<file path="config.mk">
export PLATFORM = sky130hd
export DESIGN_NAME = cer_ctrl
export DESIGN_NICKNAME = d
export VERILOG_FILES = /design/src/rtl/cer_pkg.sv /design/src/rtl/cer_ctrl.sv
export SDC_FILE = /design/constraint.sdc
export NUM_CORES = 1
export LEC_CHECK = 0
export BUFFER_PORTS_ARGS = -buffer_cell sky130_fd_sc_hd__buf_2
export CORE_AREA = 2 2 39 41
export CTS_BUF_LIST = sky130_fd_sc_hd__clkbuf_4 sky130_fd_sc_hd__clkbuf_8
export CTS_CLUSTER_SIZE = 12
export DETAILED_ROUTE_END_ITERATION = 10
export DIE_AREA = 0 0 41 43
export MAX_ROUTING_LAYER = met4
export PLACE_DENSITY = 0.59
export SKIP_CTS_REPAIR_TIMING = 1
export SLEW_MARGIN = 20
export SYNTH_ARGS = -nofsm -noshare
export SYNTH_HDL_FRONTEND = slang
export SYNTH_SLANG_ARGS = --single-unit
</file>
<file path="constraint.sdc">
create_clock -name clock -period 1.6 [get_ports clock]
set_clock_uncertainty 0.2 [all_clocks]
set_input_delay 0.48 -clock clock [delete_from_list [all_inputs] [get_ports clock]]
set_output_delay 0.48 -clock clock [all_outputs]
set_load 0.01 [all_outputs]
</file>
<file path="src/rtl/cer_pkg.sv">
// Shared types and constants of the cluster energy recalibration block.
package cer_pkg;

   localparam int IDX_W    = 15;
   localparam int COEF_W   = 16;
   localparam int E_W      = 24;
   localparam int DIFF_W   = 25;
   localparam int RAW_W    = 26;
   localparam int WGT_W    = 42;
   localparam int PROD_W   = 42;
   localparam int NUM_W    = 65;
   localparam int MPROD_W  = 45;
   localparam int WLO_W    = 21;
   localparam int DIV_STEPS = 24;
   localparam int CNT_W    = 5;
   localparam int REQ_DATA_W = 80;

   localparam logic signed [RAW_W-1:0] RAW_MAX = 26'sd33554431;
   localparam logic signed [RAW_W-1:0] RAW_MIN = -RAW_MAX;
   localparam logic signed [WGT_W-1:0] WGT_MAX = 42'sd2199023255551;
   localparam logic signed [WGT_W-1:0] WGT_MIN = -WGT_MAX;
   localparam logic [E_W-1:0] E_MAX = '1;

   // Values carried by the input tuser field.
   localparam logic ACT_LOAD  = 1'b0;
   localparam logic ACT_TOWER = 1'b1;

   typedef enum logic [3:0] {
      S_IDLE,
      S_MUL,
      S_ACC,
      S_NUM_LO,
      S_NUM_HI,
      S_NUM_ADD,
      S_CHECK,
      S_DIV,
      S_DONE
   } state_type;

   typedef struct packed {
      logic capture;
      logic mul;
      logic acc;
      logic num_lo;
      logic num_hi;
      logic num_add;
      logic div_init;
      logic div_step;
      logic out_load;
   } cmd_type;

   typedef struct packed {
      logic last;
      logic skip_div;
      logic div_last;
      logic out_free;
   } status_type;

endpackage

</file>
<file path="src/rtl/cer_ctrl.sv">
// Controller state machine sequencing tower accumulation and the final division.
module cer_ctrl import cer_pkg::*; (
   input  logic       clock,
   input  logic       reset,
   input  logic       req_tvalid,
   input  logic       req_action,
   output logic       req_tready,
   input  status_type status,
   output cmd_type    cmd
);

   state_type state_ff, state_in;
   logic      accept;

   assign req_tready = (state_ff == S_IDLE);
   assign accept     = req_tvalid && req_tready;

   always_ff @(posedge clock) begin
      if (reset) begin
         state_ff <= S_IDLE;
      end else begin
         state_ff <= state_in;
      end
   end

   always_comb begin
      state_in = state_ff;
      case (state_ff)
         S_IDLE: begin
            if (accept && (req_action == ACT_TOWER)) begin
               state_in = S_MUL;
            end
         end
         S_MUL:     state_in = S_ACC;
         S_ACC:     state_in = status.last ? S_NUM_LO : S_IDLE;
         S_NUM_LO:  state_in = status.skip_div ? S_DONE : S_NUM_HI;
         S_NUM_HI:  state_in = S_NUM_ADD;
         S_NUM_ADD: state_in = S_CHECK;
         S_CHECK:   state_in = S_DIV;
         S_DIV:     state_in = status.div_last ? S_DONE : S_DIV;
         S_DONE: begin
            if (status.out_free) begin
               state_in = S_IDLE;
            end
         end
         default:   state_in = S_IDLE;
      endcase
   end

   always_comb begin
      cmd = '0;
      cmd.capture = accept;
      case (state_ff)
         S_MUL:     cmd.mul      = 1'b1;
         S_ACC:     cmd.acc      = 1'b1;
         S_NUM_LO:  cmd.num_lo   = 1'b1;
         S_NUM_HI:  cmd.num_hi   = 1'b1;
         S_NUM_ADD: cmd.num_add  = 1'b1;
         S_CHECK:   cmd.div_init = 1'b1;
         S_DIV:     cmd.div_step = 1'b1;
         S_DONE:    cmd.out_load = status.out_free;
         default: begin
         end
      endcase
   end

endmodule

</file>
Word level (Yosys, flattened, before mapping)
Index checks and enable logic that the tools add are counted.
{ "word_totals": {"register_bits": 4, "elab_cells": 29} }
{ "op_classes": {"eq_ne": 10, "n_mux": 14, "reduce_logical": 4} }
{ "op_table": {"columns": ["operator", "n"], "rows": [
  ["case mux 4 bit (9 select lines)", 1],
  ["equality test 4 x 3 -> 1 bit (second input constant)", 4],
  ["two-way mux 4 bit", 4],
  ["equality test 4 x 2 -> 1 bit (second input constant)", 2],
  ["two-way mux 1 bit", 8],
  ["equality test 4 x 1 -> 1 bit (second input constant)", 1],
  ["equality test 4 bit (second input constant)", 1],
  ["logical NOT 4 bit", 1],
  ["logical AND 1 bit", 2],
  ["two-way mux 2 bit", 1],
  ["!= test 2 x 1 -> 1 bit (second input constant)", 1],
  ["!= test 2 bit (second input constant)", 1],
  ["AND reduction 2 bit", 1]
]} }

Depth between registers and ports, before layout
Gate-level depths: netlist of the first run.
{ "logic_depth": {"word_depth": 5, "depth_mapped": 4, "depth_no_buf": 3} }

Worst setup path after synthesis of the first run
No wires, ideal clock.
{ "synth_timing": {"path_type": "reg-to-output", "from": "register state_ff[2]", "to": "output port cmd[8] in the netlist's numbering", "arrival_ps": 1169, "stages_incl_launch_ff": 5, "slack_ps": -249, "cell_sequence": "dfxtp_1 -> buf_2 -> nor4_2 -> and2_1 -> buf_4"} }
{ "synth_between": {"elab_chain_cells": 2} }
{ "synth_lines": {"columns": ["element", "line", "source"], "rows": [
  ["start, declared", "cer_ctrl.sv:12", "state_type state_ff, state_in;"],
  ["start signal, assigned", "cer_ctrl.sv:22", "state_ff <= state_in;"],
  ["logical NOT 4 bit", "cer_ctrl.sv:15", "assign req_tready = (state_ff == S_IDLE);"],
  ["named net req_tready", "cer_ctrl.sv:7", "output logic req_tready,"],
  ["logical AND 1 bit", "cer_ctrl.sv:16", "assign accept = req_tvalid && req_tready;"],
  ["end, declared", "cer_ctrl.sv:9", "output cmd_type cmd"]
]} }
The timed path passes the listed nets, and every way through them passes these cells.

==> results of run 1 <==
-- final cells by class --
cell class                      count  share of cell area (%)
Multi-Input combinational cell     31                    40.6
Timing Repair Buffer               27                    33.8
Sequential cell                     4                    15.4
Clock buffer                        3                    4.08
Tap cell                           16                    3.63
Inverter                            3                    2.49
-- through the flow --
step	instance area (um^2)	utilization [%]
finish	552	39.9
global route	552	39.9
CTS	507	36.6
detailed placement	484	35.0
global placement	484	35.0
floorplan	328	-
-- routing by layer --
layer | GRT usage (%) | share of wire, % | vias to the layer above
met3 | 3.14 | 4.1 | 0
li1 | - | - | 198
met1 | 14.1 | 46 | 182
met2 | 15.3 | 50 | 10
met4 | 8.00 | 0 | 0
met5 | - | 0 | -
-- worst max-delay path: stages, from the launching register on --
cell and delay [ns]:
dfxtp_1 0.30, or4b_4 0.56, nor2_4 0.10, buf_6 0.10
-- worst max-delay path by stage --
stage / to / slack [ns] / cells after the start
finish: cmd[0] / -0.37 / 3
global route: cmd[8] / -0.43 / 4
CTS: cmd[0] / -0.40 / 3
floorplan: cmd[0] / -0.12 / 3
detailed placement: cmd[0] / -0.15 / 3
global placement: cmd[0] / -0.14 / 3
-- synth_stat cells (2+ instances only) --
| cell | n |
|---|---|
| a21oi_1 | 2 |
| dfxtp_1 | 4 |
| nand2b_1 | 2 |
| nand2_1 | 4 |
| o21ai_0 | 2 |
| nor2_1 | 6 |
| inv_1 | 3 |
| nor3_1 | 4 |
| buf_2 | 3 |
-- kinds of logic after synthesis --
family,after synthesis
multiplexers,1
flip-flops,4
buffers and inverters,7
AO/OA/AOI/OAI,8
AND/OR/NAND/NOR,22
-- power by group --
part / switching [uW] / internal (uW) / total [uW] / leakage, uW
combinational: 37.4 / 40.0 / 77.4 / 0.000216
sequential: 1.87 / 102 / 104 / 0.0000337
clock: 38.9 / 83.8 / 123 / 0.0000138
total: 78.1 / 226 / 304 / 0.000263
==> qor.txt, run 1 <==
mux contribution to synthesized area - 3.33%
status - finished with violations
GRT Total Usage - 11.4%
cell row count - 14
Fin Hold WS - 0.235 ns
clock-pin slew on the worst setup and hold paths - 0.04 ns
Slew @ Worst Pin - 0.239 ns
most frequent cells in the layout - buf_2 (16), buf_4 (7), nor2_1 (5)
initial antenna violation count - 0
vias in the first global route - 338
layout cells sized above 1 - 60.3%
Final setup viols - 10
fmax - 508 MHz
first-pass GRT wire length - 1320 um
share of the synthesized area in the top cell type - 26.7%
Post-Synth XOR/XNOR Area - 0%
largest net degree at the start of global routing - 11
DRC violations left - 0
WP data required - 0.92 ns
Regs by FF count - state_ff: 4 flops
multi-input logic area - 224 um^2
post-route ant nets - 0
most common cell after layout, fill and taps aside - buf_2
largest cells by area after synthesis - dfxtp_1 (27%), nor2_1 (7.5%), nor3_1 (6.7%)
wire length per cell - 10.3 um
R2R Path End - state_ff[1]
min Tclk post-route - 1.97 ns
Synth Area in Compound Gates - 19.6%
HP Start - reset
TritonRoute pass-1 iters - 4
CTS tree - done
Async SR Flop Fraction - 0%
Post-Route WL - 864 um
clk sinks - 4
Layout Cells excl Fill - 84
Tot Pwr - 304 uW
syn nets - 50
Power Dens Cells - 551 nW/um^2
Max clock buf depth - 2
post-synthesis register bit count - 4
crit-path max FO - 2
Yosys warning total - 0
insertion delay to the later sink of the worst-skew pair - 0.23 ns
violated checks - setup timing
Mapped Area - 300 um^2
Seq/Total Area, Yosys - 26.7%
via count - 390
Die Ht - 43 um
simple logic cell fraction of the synthesized area - 39.2%
input/output buffers - 17
Worst Setup Slack post-DPL - -0.151 ns
ant diodes - 0
clk root buf - clkbuf_4
drt initial violations - 7
Top reg by flops - state_ff
total number of H-tree levels - 1
Hold Path Sink - state_ff[3]
crit end category - output pin
Slew Viols, Final - 0
Starting Density - 21.7%
die width - 41 um
predominant post-synthesis flop cell - dfxtp_1
vias per cell - 4.64
final hold viol count - 0
WHS Path Cells - 2
Yosys cell types - 21
area leader, netlist - dfxtp_1
Tcrit/Tclk final - 123%
number of flops mapped to enable cells by yosys - 0
placed cells - 80
CP Class - reg -> out
# IOs - 18
r2r setup slk - 0.15 ns
setup ws final - -0.367 ns
VDD IR-drop max - 0.157 mV
Setup crit start kind - flop
Post-Syn Instances - 42
nets - 78
Layout area overhead - 83.7%
gpl congestion - 0.830
TritonCTS Buffers - 3
fill count - 140
crit path from - state_ff[2]
grt total ovfl - 0
RSZ-0062 raised after global routing - true
Register Area - 85.1 um^2
worst-case reg-to-reg path depth - 5
full die area - 1760 um^2
core area - 1380 um^2
Max-Cap Viols - 0
syn avg cell area - 7.15 um^2
Leak Pwr - 0.000263 uW
Post-Synth Adder-Cell Area - 0%
max reg flops - 4
Rel. slew slack - 83.9%
reg2reg start - state_ff[0]
post-DP HPWL - 650 um
Data arrival, critical path - 1.29 ns
setup TNS - -2.47 ns
main combinational cell family by area after synthesis - simple AND/OR/NAND/NOR gates
Hold WC Path Type - in -> reg
Note: power is estimated with default switching activity, not from simulation.
==> run 2: changes to the inputs <==
--- a/config.mk
+++ b/config.mk
@@ -12,7 +12,7 @@
 export DETAILED_ROUTE_END_ITERATION = 10
 export DIE_AREA = 0 0 41 43
 export MAX_ROUTING_LAYER = met4
-export PLACE_DENSITY = 0.59
+export PLACE_DENSITY = 0.57
 export SKIP_CTS_REPAIR_TIMING = 1
 export SLEW_MARGIN = 20
 export SYNTH_ARGS = -nofsm -noshare
==> constraint.sdc (replaced) <==
create_clock -name clock -period 2.6 [get_ports clock]
set_clock_uncertainty 0.2 [all_clocks]
set_input_delay 0.78 -clock clock [delete_from_list [all_inputs] [get_ports clock]]
set_output_delay 0.78 -clock clock [all_outputs]
set_load 0.01 [all_outputs]
==> run 2 against run 1 <==
Against the previous run:
- the flow now finishes without violations
- count of clock-buffer cells in the layout unchanged
- die area unchanged
- via count down 15%
- worst setup slack better by 0.53 ns
- utilization down 11 points
- worst hold slack better by 0.24 ns
- flip-flop and latch count unchanged
- final cell count down 12%
==> qor.txt, run 2 (synthesized netlist as in run 1, its figures left out) <==
fmax - 411 MHz
full die area - 1760 um^2 (unchanged)
Die Ht - 43 um (unchanged)
Final Instance Area - 405 um^2 (-27%)
drt initial violations - 2 (-5)
Setup crit start kind - flop
largest net degree at the start of global routing - 12 (+1)
crit end category - output pin
reg2reg start - state_ff[2]
nets - 68 (-13%)
vias in the first global route - 295 (-13%)
max reg flops - 4 (unchanged)
most common cell after layout, fill and taps aside - buf_2
layout cells sized above 1 - 39.7% (-21 points)
initial antenna violation count - 0 (unchanged)
DRC violations left - 0 (unchanged)
Post-Route WL - 733 um (-15%)
gpl congestion - 0.840 (+1.3%)
r2r setup slk - 1.06 ns (+0.91 ns)
Hold WC Path Type - reg -> reg
cell row count - 14 (unchanged)
Critical Path Max Stage Delay - 0.58 ns (+0.02 ns)
insertion delay to the later sink of the worst-skew pair - 0.23 ns (about the same)
Worst Setup Slack post-DPL - 0.404 ns (+0.554 ns)
R2R Path End - state_ff[2]
final hold viol count - 0 (unchanged)
VDD IR-drop max - 0.219 mV (+40%)
WP data required - 1.62 ns (+0.70 ns)
first-pass GRT wire length - 1120 um (-15%)
post-DP HPWL - 585 um (-10%)
clk sinks - 4 (unchanged)
Rel. slew slack - 73.1% (-11 points)
Data arrival, critical path - 1.46 ns (+0.17 ns)
clock-pin slew on the worst setup and hold paths - 0.04 ns (about the same)
Fin Hold WS - 0.478 ns (+0.242 ns)
wire length per cell - 9.91 um (-3.7%)
# IOs - 18 (unchanged)
crit path from - state_ff[2]
via count - 331 (-15%)
grt total ovfl - 0 (unchanged)
Layout area overhead - 35.0%
Power Dens Cells - 424 nW/um^2 (-23%)
Final setup viols - 0 (-10)
fill count - 151 (+7.9%)
CP bufs+invs - 1 (unchanged)
most frequent cells in the layout - buf_2 (17), nor2_1 (6), nand2_1 (4), nor3_1 (4), dfxtp_1 (4)
Leak Pwr - 0.000194 uW (-26%)
Max-Cap Viols - 0 (unchanged)
status - complete, no violations
vias per cell - 4.47 (-3.7%)
worst-case reg-to-reg path depth - 3 (-2)
Slew Viols, Final - 0 (unchanged)
clk root buf - clkbuf_4
min Tclk post-route - 2.44 ns
RSZ-0062 raised after global routing - false
total number of H-tree levels - 1 (unchanged)
CTS tree - done
die width - 41 um (unchanged)
post-route ant nets - 0 (unchanged)
Worst path top cell family by delay - simple AND/OR/NAND/NOR gates
input/output buffers - 17 (unchanged)
Top reg by flops - state_ff
TritonRoute pass-1 iters - 2 (-2)
core area - 1380 um^2 (unchanged)
critical path depth - 3 (unchanged)
Layout Utilization - 29.3% (-11 points)
cells along the critical path - or4b_1 > nor2_1 > buf_2
Max clock buf depth - 2 (unchanged)
Regs by FF count - state_ff: 4 flops
Starting Density - 21.7% (unchanged)
Slew @ Worst Pin - 0.402 ns (+0.162 ns)
Tcrit/Tclk final - 93.7%
crit-path max FO - 11 (+9)
ant diodes - 0 (unchanged)
GRT Total Usage - 9.57% (-1.9 points)
TritonCTS Buffers - 3 (unchanged)
crit path capture - cmd[0]
Placement Cell Area - 383 um^2 (-21%)
CP max-delay cell - or4b_1
setup ws final - 0.165 ns (+0.532 ns)
setup TNS - 0 ns (+2.47 ns)
CP Class - reg -> out
-- run 2: cell types whose count changed in the layout (fill, tap and decap cells not counted), sizes merged --
cell	delta
buf	-10
-- run 2: worst min path at each step --
stage	from	endpoint	slack (ns)	cells past startpoint
after floorplan	state_ff[2]	state_ff[3]	0.42	3
after global placement	state_ff[1]	state_ff[1]	0.47	2
after detailed placement	state_ff[1]	state_ff[1]	0.47	2
after CTS	state_ff[1]	state_ff[1]	0.48	2
after global routing	reset	state_ff[3]	0.52	2
final	state_ff[1]	state_ff[1]	0.48	2
-- run 2: tightest hold or removal path, stage by stage, from the launching register on --
cell     delay [ns]
dfxtp_1        0.38
o21ai_0        0.20
nor3b_1        0.05
-- run 2: layout make-up --
cell class	instances	area, um^2	area share, %
Multi-Input combinational cell	31	186	46.0
Clock buffer	3	22.5	5.56
Tap cell	16	20.0	4.94
Sequential cell	4	80.1	19.8
Inverter	3	11.3	2.78
Timing Repair Buffer	17	85.1	21.0
-- run 2: report_power, final --
part	internal, uW	switching (uW)
registers	63.7	4.62
logic	15.5	14.8
clock network	51.4	21.8
-- run 2: stage by stage --
step                      total power [uW]  std cells
after floorplan                       88.6         42
after global placement                99.7         71
after detailed placement              99.4         71
after CTS                              178         74
after global routing                   184         74
final                                  172         74
-- run 2: per-layer routing --
layer | vias to the layer above | routed length, um | track usage (%)
met5 | - | 0 | -
met4 | 0 | 0 | 6.00
met3 | 0 | 51 | 1.57
met2 | 13 | 298 | 12.8
met1 | 137 | 383 | 12.9
li1 | 181 | - | -
